**config.mk**
```make
export PLATFORM = sky130hd
export DESIGN_NAME = local_apic_timer_and_ipi_regs_top
export DESIGN_NICKNAME = d
export VERILOG_FILES = /design/src/hw/rtl/lapic_pkg.sv /design/src/hw/rtl/lapic_core.sv /design/src/hw/rtl/local_apic_timer_and_ipi_regs_top.sv
export SDC_FILE = /design/constraint.sdc
export NUM_CORES = 1
export LEC_CHECK = 0
export ABC_CLOCK_PERIOD_IN_PS = 9400
export BUFFER_PORTS_ARGS = -buffer_cell sky130_fd_sc_hd__buf_2
export CAP_MARGIN = 20
export CORE_UTILIZATION = 60
export DETAILED_ROUTE_END_ITERATION = 10
export PLACE_DENSITY = 0.88
export REMOVE_ABC_BUFFERS = 1
export SLEW_MARGIN = 20
export SYNTH_ARGS = -nofsm -noshare
export SYNTH_HDL_FRONTEND = slang
export SYNTH_SLANG_ARGS = --single-unit
```
**constraint.sdc**
```tcl
create_clock -name clock -period 9.4 [get_ports clock]
set_clock_uncertainty 0.1 [all_clocks]
set_input_delay 1.41 -clock clock [delete_from_list [all_inputs] [get_ports clock]]
set_output_delay 1.41 -clock clock [all_outputs]
set_load 0.05 [all_outputs]
```
**src/hw/rtl/lapic_pkg.sv**
```systemverilog
// Shared types, constants and helpers for the local APIC timer and command register slice.
package lapic_pkg;

   localparam int COUNTER_WIDTH = 32;

   typedef logic [COUNTER_WIDTH-1:0] count_type;

   typedef enum logic [1:0] {
      OP_TICK  = 2'd0,
      OP_WRITE = 2'd1,
      OP_READ  = 2'd2
   } op_type;

   localparam logic [2:0] REG_ENABLE   = 3'd0;
   localparam logic [2:0] REG_TIMER    = 3'd1;
   localparam logic [2:0] REG_INITIAL  = 3'd2;
   localparam logic [2:0] REG_CURRENT  = 3'd3;
   localparam logic [2:0] REG_EOI      = 3'd4;
   localparam logic [2:0] REG_CMD_LOW  = 3'd5;
   localparam logic [2:0] REG_CMD_HIGH = 3'd6;

   localparam int SW_ENABLE_BIT   = 8;
   localparam int TIMER_MASK_BIT  = 16;
   localparam int TIMER_PERIODIC  = 17;
   localparam int DLV_STATUS_BIT  = 12;
   localparam int LEVEL_BIT       = 14;
   localparam int TRIGGER_BIT     = 15;

   localparam logic [2:0] MODE_SMI  = 3'd2;
   localparam logic [2:0] MODE_INIT = 3'd5;

   localparam logic [31:0] ENABLE_RESET = 32'h0000_00FF;
   localparam logic [31:0] TIMER_RESET  = 32'h0001_0000;

   typedef struct packed {
      logic [1:0]  operation;
      logic [2:0]  register_select;
      logic [31:0] write_data;
   } req_type;

   typedef struct packed {
      logic [31:0] read_data;
      logic        timer_fire;
      logic [7:0]  fire_vector;
      logic        eoi_pulse;
      logic        ipi_issued;
      logic        ipi_rejected;
      logic [63:0] ipi_command;
   } rsp_type;

   // Checks a command low word against the SMI, INIT and level rules.
   function automatic logic command_ok(input logic [31:0] low);
      logic [7:0] vec;
      logic [2:0] mode;
      logic       level;
      logic       trig;
      logic       ok;
      vec   = low[7:0];
      mode  = low[10:8];
      level = low[LEVEL_BIT];
      trig  = low[TRIGGER_BIT];
      if (((mode == MODE_SMI) || (mode == MODE_INIT)) && (vec != 8'd0)) begin
         ok = 1'b0;
      end else if (mode != MODE_INIT) begin
         ok = level;
      end else if (!level && !trig) begin
         ok = 1'b0;
      end else begin
         ok = 1'b1;
      end
      return ok;
   endfunction

endpackage

```
**src/hw/rtl/lapic_core.sv**
```systemverilog
// Register state and single-pass update logic for ticks, register writes and reads.
module lapic_core
   import lapic_pkg::*;
(
   input  logic    clock,
   input  logic    reset,
   input  logic    step,
   input  req_type req,
   output rsp_type result
);

   logic [31:0] enable_ff, enable_in;
   logic [31:0] timer_ff, timer_in;
   count_type   reload_ff, reload_in;
   count_type   down_ff, down_in;
   logic [31:0] cmd_high_ff, cmd_high_in;
   logic [31:0] cmd_low_ff, cmd_low_in;

   count_type   down_dec;
   logic [31:0] low_clean;

   assign down_dec  = down_ff - count_type'(1);
   assign low_clean = req.write_data & ~(32'd1 << DLV_STATUS_BIT);

   always_comb begin
      enable_in   = enable_ff;
      timer_in    = timer_ff;
      reload_in   = reload_ff;
      down_in     = down_ff;
      cmd_high_in = cmd_high_ff;
      cmd_low_in  = cmd_low_ff;
      result      = '0;

      case (op_type'(req.operation))
         OP_TICK: begin
            cmd_low_in[DLV_STATUS_BIT] = 1'b0;
            if (down_ff != '0) begin
               down_in = down_dec;
               if (down_dec == '0) begin
                  if (enable_ff[SW_ENABLE_BIT] && !timer_ff[TIMER_MASK_BIT]) begin
                     result.timer_fire  = 1'b1;
                     result.fire_vector = timer_ff[7:0];
                  end
                  if (timer_ff[TIMER_PERIODIC]) begin
                     down_in = reload_ff;
                  end
               end
            end
         end
         OP_WRITE: begin
            unique case (req.register_select)
               REG_ENABLE:   enable_in = req.write_data;
               REG_TIMER:    timer_in  = req.write_data;
               REG_INITIAL: begin
                  reload_in = count_type'(req.write_data);
                  down_in   = count_type'(req.write_data);
               end
               REG_EOI:      result.eoi_pulse = 1'b1;
               REG_CMD_LOW: begin
                  if (command_ok(low_clean)) begin
                     cmd_low_in = low_clean | (32'd1 << DLV_STATUS_BIT);
                     result.ipi_issued  = 1'b1;
                     result.ipi_command = {cmd_high_ff,
                                           low_clean | (32'd1 << DLV_STATUS_BIT)};
                  end else begin
                     result.ipi_rejected = 1'b1;
                  end
               end
               REG_CMD_HIGH: cmd_high_in = req.write_data;
               default: ;
            endcase
         end
         OP_READ: begin
            unique case (req.register_select)
               REG_ENABLE:   result.read_data = enable_ff;
               REG_TIMER:    result.read_data = timer_ff;
               REG_INITIAL:  result.read_data = 32'(reload_ff);
               REG_CURRENT:  result.read_data = 32'(down_ff);
               REG_CMD_LOW:  result.read_data = cmd_low_ff;
               REG_CMD_HIGH: result.read_data = cmd_high_ff;
               default:      result.read_data = 32'd0;
            endcase
         end
         default: ;
      endcase
   end

   always_ff @(posedge clock) begin
      if (reset) begin
         enable_ff   <= ENABLE_RESET;
         timer_ff    <= TIMER_RESET;
         reload_ff   <= '0;
         down_ff     <= '0;
         cmd_high_ff <= '0;
         cmd_low_ff  <= '0;
      end else if (step) begin
         enable_ff   <= enable_in;
         timer_ff    <= timer_in;
         reload_ff   <= reload_in;
         down_ff     <= down_in;
         cmd_high_ff <= cmd_high_in;
         cmd_low_ff  <= cmd_low_in;
      end
   end

endmodule

```
**src/hw/rtl/local_apic_timer_and_ipi_regs_top.sv**
```systemverilog
// Top level of the local APIC timer and command register slice with the result register.
//
//   channel | direction | ports                                   | transaction
//   req     | in        | req_operation, req_register_select,     | tick, write or read
//           |           | req_write_data                          |
//   rsp     | out       | rsp_read_data ... rsp_ipi_command       | one result per request
//
// For each request transaction, the register update and the result are
// computed in the accept cycle and the result is held in the output register.
// A new request is taken every cycle while the output register is empty or being drained.
// Reset is synchronous and restores the core registers and the valid flag; the result register is not reset.
// A stalled result stops further requests until it is taken; no state is lost.
module local_apic_timer_and_ipi_regs_top
   import lapic_pkg::*;
(
   input  logic        clock,
   input  logic        reset,
   input  logic        req_valid,
   output logic        req_ready,
   input  logic [1:0]  req_operation,
   input  logic [2:0]  req_register_select,
   input  logic [31:0] req_write_data,
   output logic        rsp_valid,
   input  logic        rsp_ready,
   output logic [31:0] rsp_read_data,
   output logic        rsp_timer_fire,
   output logic [7:0]  rsp_fire_vector,
   output logic        rsp_eoi_pulse,
   output logic        rsp_ipi_issued,
   output logic        rsp_ipi_rejected,
   output logic [63:0] rsp_ipi_command
);

   req_type req;
   rsp_type result;
   rsp_type rsp_ff;
   logic    rsp_valid_ff, rsp_valid_in;
   logic    accept;

   assign req       = '{operation: req_operation, register_select: req_register_select,
                        write_data: req_write_data};
   assign req_ready = !rsp_valid_ff || rsp_ready;
   assign accept    = req_valid && req_ready;

   lapic_core u_core (
      .clock  (clock),
      .reset  (reset),
      .step   (accept),
      .req    (req),
      .result (result)
   );

   always_comb begin
      rsp_valid_in = rsp_valid_ff;
      if (accept) begin
         rsp_valid_in = 1'b1;
      end else if (rsp_ready) begin
         rsp_valid_in = 1'b0;
      end
   end

   always_ff @(posedge clock) begin
      if (reset) begin
         rsp_valid_ff <= 1'b0;
      end else begin
         rsp_valid_ff <= rsp_valid_in;
      end
   end

   always_ff @(posedge clock) begin
      if (accept) begin
         rsp_ff <= result;
      end
   end

   assign rsp_valid        = rsp_valid_ff;
   assign rsp_read_data    = rsp_ff.read_data;
   assign rsp_timer_fire   = rsp_ff.timer_fire;
   assign rsp_fire_vector  = rsp_ff.fire_vector;
   assign rsp_eoi_pulse    = rsp_ff.eoi_pulse;
   assign rsp_ipi_issued   = rsp_ff.ipi_issued;
   assign rsp_ipi_rejected = rsp_ff.ipi_rejected;
   assign rsp_ipi_command  = rsp_ff.ipi_command;

   // A command write is either issued or rejected, never both.
   assert property (@(posedge clock) disable iff (reset)
      rsp_valid |-> !(rsp_ipi_issued && rsp_ipi_rejected))
      else $error("command both issued and rejected");

   // An issued command always carries the delivery status bit.
   assert property (@(posedge clock) disable iff (reset)
      (rsp_valid && rsp_ipi_issued) |-> rsp_ipi_command[DLV_STATUS_BIT])
      else $error("issued command without delivery status");

   // The vector is reported only when the timer fires.
   assert property (@(posedge clock) disable iff (reset)
      (rsp_valid && !rsp_timer_fire) |-> (rsp_fire_vector == 8'd0))
      else $error("fire vector without timer fire");

   // A result that is taken with no new request leaves the output register empty.
   assert property (@(posedge clock) disable iff (reset)
      (rsp_valid && rsp_ready && !req_valid) |=> !rsp_valid)
      else $error("result repeated after it was taken");

endmodule
```
* Yosys cells after proc, flatten, opt, wreduce, memory -nomap -nowiden
Index checks and enable logic that the tools add are counted. W data, S select, Z words.
Operators by class: add/sub/neg operators 1, $mul 0, div/mod/pow operators 0, magnitude comparators 0, eq/ne operators 15, shift operators 0, multiplexer cells 21, bitwise operators 0, reductions and logical operators 28
Operator list (number):
- $pmux W32 S6 | 1
- $mux W32 | 4
- $pmux W32 S2 | 1
- $mux W13 | 3
- $logic_not A32 Y1 | 1
- $reduce_bool A32 Y1 | 1
- $sub A32 B1 Y32 const B | 1
- $reduce_and A3 Y1 | 6
- $reduce_and A4 Y1 | 4
- $eq A3 B3 Y1 const B | 4
- $mux W1 | 10
- $eq A3 B2 Y1 const B | 3
- $mux W9 | 1
- $ne A2 B1 Y1 const B | 4
- $reduce_bool A8 Y1 | 1
- $logic_and A1 B1 Y1 | 4
- $logic_not A1 Y1 | 4
- $reduce_bool A2 Y1 | 2
- $eq A3 B1 Y1 const B | 1
- $logic_not A3 Y1 | 1
- $ne A3 B3 Y1 const B | 1
- $eq A2 B1 Y1 const B | 1
- $eq A2 B2 Y1 const B | 1
- $logic_not A2 Y1 | 1
- 3 further kinds | 4
Word-level totals: register bits 301, bits in latches 0, bits in writable memories 0, bits in read-only memories 0, input port bits 41, output and inout port bits 110, word-level logic and storage cells 81, memories kept 0

* Logic depth before layout (Yosys ltp)
depth after elaboration 10, mapped depth 11

* Modules after synthesis
A second synthesis with hierarchy kept.
Second synthesis, totals: cells, all modules 1507, area total of the unflattened synthesis 13456.7 µm²
By module, submodules not included:
- lapic_core | times used 1, cells an instance 1394, area an instance 10158.5 µm², seq. area each 3843.7 µm²
- local_apic_timer_and_ipi_regs_top | times used 1, cells an instance 113, area an instance 3298.2 µm², seq. area each 3263.1 µm²

* Worst setup path after synthesis
Ideal clock, no wire load.
path kind input -> register, start point input port rsp_ready, end point register u_core.cmd_high_ff[8], library setup time 0.070 ns, data arrival time 5.261 ns, data required time 9.230 ns, slack 3.969 ns, cell stages on the path 8, cell sequence nand2b_1 nand2_1 inv_1 and3_1 clkbuf_1 clkbuf_1 nand2_1 a21oi_1
Between the ends: longest elaborated chain between the ends 3
Ends and longest elaborated chain:
- start: declaration | RTL line local_apic_timer_and_ipi_regs_top.sv:24 | input logic rsp_ready,
- $logic_or A1 B1 Y1 | RTL line local_apic_timer_and_ipi_regs_top.sv:42 | assign req_ready = !rsp_valid_ff || rsp_ready;
- $logic_and A1 B1 Y1 | RTL line local_apic_timer_and_ipi_regs_top.sv:43 | assign accept = req_valid && req_ready;
- via accept | RTL line local_apic_timer_and_ipi_regs_top.sv:38 | logic accept;
- $reduce_and A3 Y1 (no source line)
- end signal: assignment | RTL line lapic_core.sv:101 | cmd_high_ff <= cmd_high_in;
- end: declaration | RTL line lapic_core.sv:16 | logic [31:0] cmd_high_ff, cmd_high_in;
The timed path passes the listed nets, and every way through them passes these cells. A chain may end at the register's enable or synchronous reset.

* Worst setup path in the final report
start point input port req_write_data[4], end point register u_core.cmd_low_ff[30]
Between the ends: longest elaborated chain between the ends 6
Ends and longest elaborated chain:
- start: declaration | RTL line local_apic_timer_and_ipi_regs_top.sv:22 | input logic [31:0] req_write_data,
- $reduce_bool A8 Y1 | RTL line lapic_pkg.sv:62 | if (((mode == MODE_SMI) || (mode == MODE_INIT)) && (vec != 8'd0)) begin
- $logic_and A1 B1 Y1 | RTL line lapic_pkg.sv:62
- $mux W1 | RTL line lapic_pkg.sv:62
- $mux W1 | RTL line lapic_core.sv:51 | unique case (req.register_select)
- $mux W1 | RTL line lapic_core.sv:34 | case (op_type'(req.operation))
- $reduce_and A4 Y1 (no source line)
- end signal: assignment | RTL line lapic_core.sv:102 | cmd_low_ff <= cmd_low_in;
- end: declaration | RTL line lapic_core.sv:17 | logic [31:0] cmd_low_ff, cmd_low_in;
Every way passes these cells. The select of a mux whose other input is x is not followed.

==> results.cfg <==
[pwr]
power.share.combinational_pct = 11.4
pwr-share-clk_pct = 40.8
max-vdd-ir-drop_mv = 0.146
total_leakage_power_nw = 5.15
p_seq_share_pct = 47.9
switching_power_w = 0.000766
switching_share_pct = 26.1
p_per_area_nw_per_um2 = 200
cellInternalPower_w = 0.00217

[layout]
final_core_utilization_pct = 69.7
area_growth_syn_to_layout_pct = 13.6
num-nets-final = 1531
insertedDiodeCount = 0
ratio_of_cells_with_drive_above_1_in_the_final_layout_pct = 16.2
count_of_fill_cells_added_during_filler_insertion = 1539

[die]
floorplan.die.height_um = 149
rows = 53
die_area_um2 = 22200
floorplan.core_area_um2 = 21100
chipWidth_um = 149
start_util_pct = 61.3
io_pins = 151

[route]
vias = 11336
route.detailed.wl_per_inst_um = 19.5
detail_route.drc_violations = 0
initialDrtViolationCount = 1441
drt_pre_antenna_iters = 6
average_via_count_per_standard_cell = 6.35
detail_route.wirelength_um = 34800
route.antenna.remaining_nets = 0

[synth]
synthesis.area_per_instance_um2 = 9.14
synth-edff-count = 107
yosysSeqAreaShare_pct = 54.7
number_of_synthesized_register_bits = 300
synth_async_sr_flop_share_pct = 0
synthFlopType = dfxtp_1
synthMostInstantiatedCell = nand2_1
synth_top_cell_area_share_pct = 29.9
yosysWarnings = 0
post_synth_inst_count = 1415
ys_types = 56
yosys-top-cells-count = nand2_1 (334), dfxtp_1 (193), a21oi_1 (163), clkbuf_1 (111), edfxtp_1 (107)
mappedNetlistArea_um2 = 12900
yosys-top-cells-area = dfxtp_1 (30%), edfxtp_1 (25%), nand2_1 (9.7%), a21oi_1 (6.3%), a22oi_1 (5.6%)
netlist.top_cell.by_area = dfxtp_1

[critical_path]
worst-setup-path-type = in2reg
cp-start-kind = primary input
worstSetupEndpointType = register
critical_path_peak_fanout = 51
required_ps = 9750
worstPathArrival_ps = 4760

[timing]
setup_viol_count_final = 0
maxSlewViolCount = 0
maxClockFrequency_mhz = 227
fin_setup_tns_ps = 0
worst_slew_margin_rel_pct = 25.8
timing.final.crit_share_pct = 46.9
finalHoldViolCount = 0
fin_hold_ws_ps = 353
period_minus_slack_ps = 4410
worst-slew-pin-transition_ps = 1110
setup_slack_ps = 4990
rsz0062_at_grt = no

[grt]
grt_start_max_net_pins = 112
grtUsageTotal_pct = 30.9
grt_pass1_vias = 10688
antenna_violations_before_repair = 1
global_route.overflow_total = 0
grt_first_pass_wirelength_um = 54600

[clock_network]
ctsHoldBuffers = 0
cts-buffers-inserted = 28
cts_tree = done
cts-root-to-sink-buffers = 3
clock_latency_ps = 540
cts_htree_levels = 1
clockRootBuffer = clkbuf_16
clkSinkCount = 300
cts.repair.resized = 0
cts_setup_buffers = 0
clkSlewWorstSetupHoldPaths_ps = 60

[status]
outcome = finished, final reports clean

[placement]
pre_cts_setup_slack_ps = 4740
place_congestion = 0.860
place.port_buffers = 150
detailed_place_hpwl_um = 20300

[worst_hold_path]
holdCritPathClass = reg2reg

[job]
cap_violations = 0
## logic make-up (layout without fill, tap and decap cells)
kind of cell    count (synthesis)  count (layout)  synth area share (%)
buf+inv                       137             231                  4.32
simple gates                  601             601                  21.8
flops                         300             300                  54.7
xor+xnor                       24              24                  1.62
compound gates                348             348                  17.1
fa+ha+maj                       3               3                 0.290
mux                             2               2                 0.164
## power groups by stage
| stage | Clock (W) | Combinational (W) | Sequential, W |
|---|---|---|---|
| floorplan | 0 | 0.000143 | 0.00151 |
| CTS | 0.00120 | 0.000329 | 0.00141 |
| global route | 0.00125 | 0.000354 | 0.00141 |
| finish | 0.00120 | 0.000335 | 0.00141 |
| detailed placement | 0 | 0.000326 | 0.00143 |
| global placement | 0 | 0.000321 | 0.00143 |
## cell type report
| cell class | instances | area [um2] | share of cell area (%) |
|---|---|---|---|
| Sequential cell | 300 | 7080 | 48.1 |
| Multi-Input combinational cell | 978 | 5350 | 36.4 |
| Clock inverter | 18 | 201 | 1.37 |
| Tap cell | 275 | 344 | 2.34 |
| Clock buffer | 34 | 787 | 5.35 |
| Timing Repair Buffer | 169 | 896 | 6.09 |
| Inverter | 10 | 40.0 | 0.272 |
## worst max-delay path: stages
cell and delay [ps]:
buf_2 150, nor4_1 500, a211o_1 210, a21oi_1 80, a311oi_1 520, and3_2 540
buf_4 500, and2_0 190, buf_4 360, nand2_1 90, a21oi_1 170
## metal layers
layer	track usage (%)	wire length (um)
met3	5.90	3450
met2	50.2	16900
met5	0	0
met4	16.3	1250
met1	39.0	13200
## stage by stage
step	power (W)	cells	area [um2]
after floorplan	0.00165	1288	12400
after global placement	0.00175	1732	13700
after detailed placement	0.00176	1732	13700
after CTS	0.00294	1784	14700
after global routing	0.00302	1784	14700
final	0.00294	1784	14700
## flip-flops by register name, indices dropped and copies added (netlist names), 8 cells and up
name and count:
rsp_fire_vector 8, rsp_ipi_command 63, rsp_read_data 32, u_core.cmd_high_ff 32, u_core.cmd_low_ff 32, u_core.down_ff 32
u_core.enable_ff 32, u_core.reload_ff 32, u_core.timer_ff 32
## layout by cell type (no fill, tap or decap), drive strengths merged, types with 4 or more instances in the layout
master / Yosys / routed
nor3: 39 / 39
nor2b: 4 / 4
and3: 5 / 5
xnor2: 6 / 6
nand3: 5 / 5
a31oi: 35 / 35
inv: 10 / 10
or4: 10 / 10
and2: 73 / 73
xor2: 18 / 18
clkinv: 0 / 13
nor4: 36 / 36
a22oi: 96 / 96
nor2: 53 / 53
dfxtp: 193 / 193
nand2b: 5 / 5
nor3b: 4 / 4
a211oi: 21 / 21
or2: 5 / 5
a2111oi: 8 / 8
buf: 16 / 169
clkbuf: 111 / 34
nand2: 334 / 334
nand3b: 9 / 9
edfxtp: 107 / 107
bufinv: 0 / 4
or3: 11 / 11
a21oi: 163 / 163
o21ai: 9 / 9
## path summary, 6_finish.rpt
check	from	endpoint	slack, ps	cells after the start
hold reg to reg	u_core.timer_ff[28]	u_core.timer_ff[28]	350	2
setup reg to reg	u_core.down_ff[2]	u_core.down_ff[17]	5140	8
setup / recovery	req_write_data[4]	u_core.cmd_low_ff[30]	4990	11
hold / removal	u_core.timer_ff[28]	u_core.timer_ff[28]	350	2
Note: power is estimated with default switching activity, not from simulation.
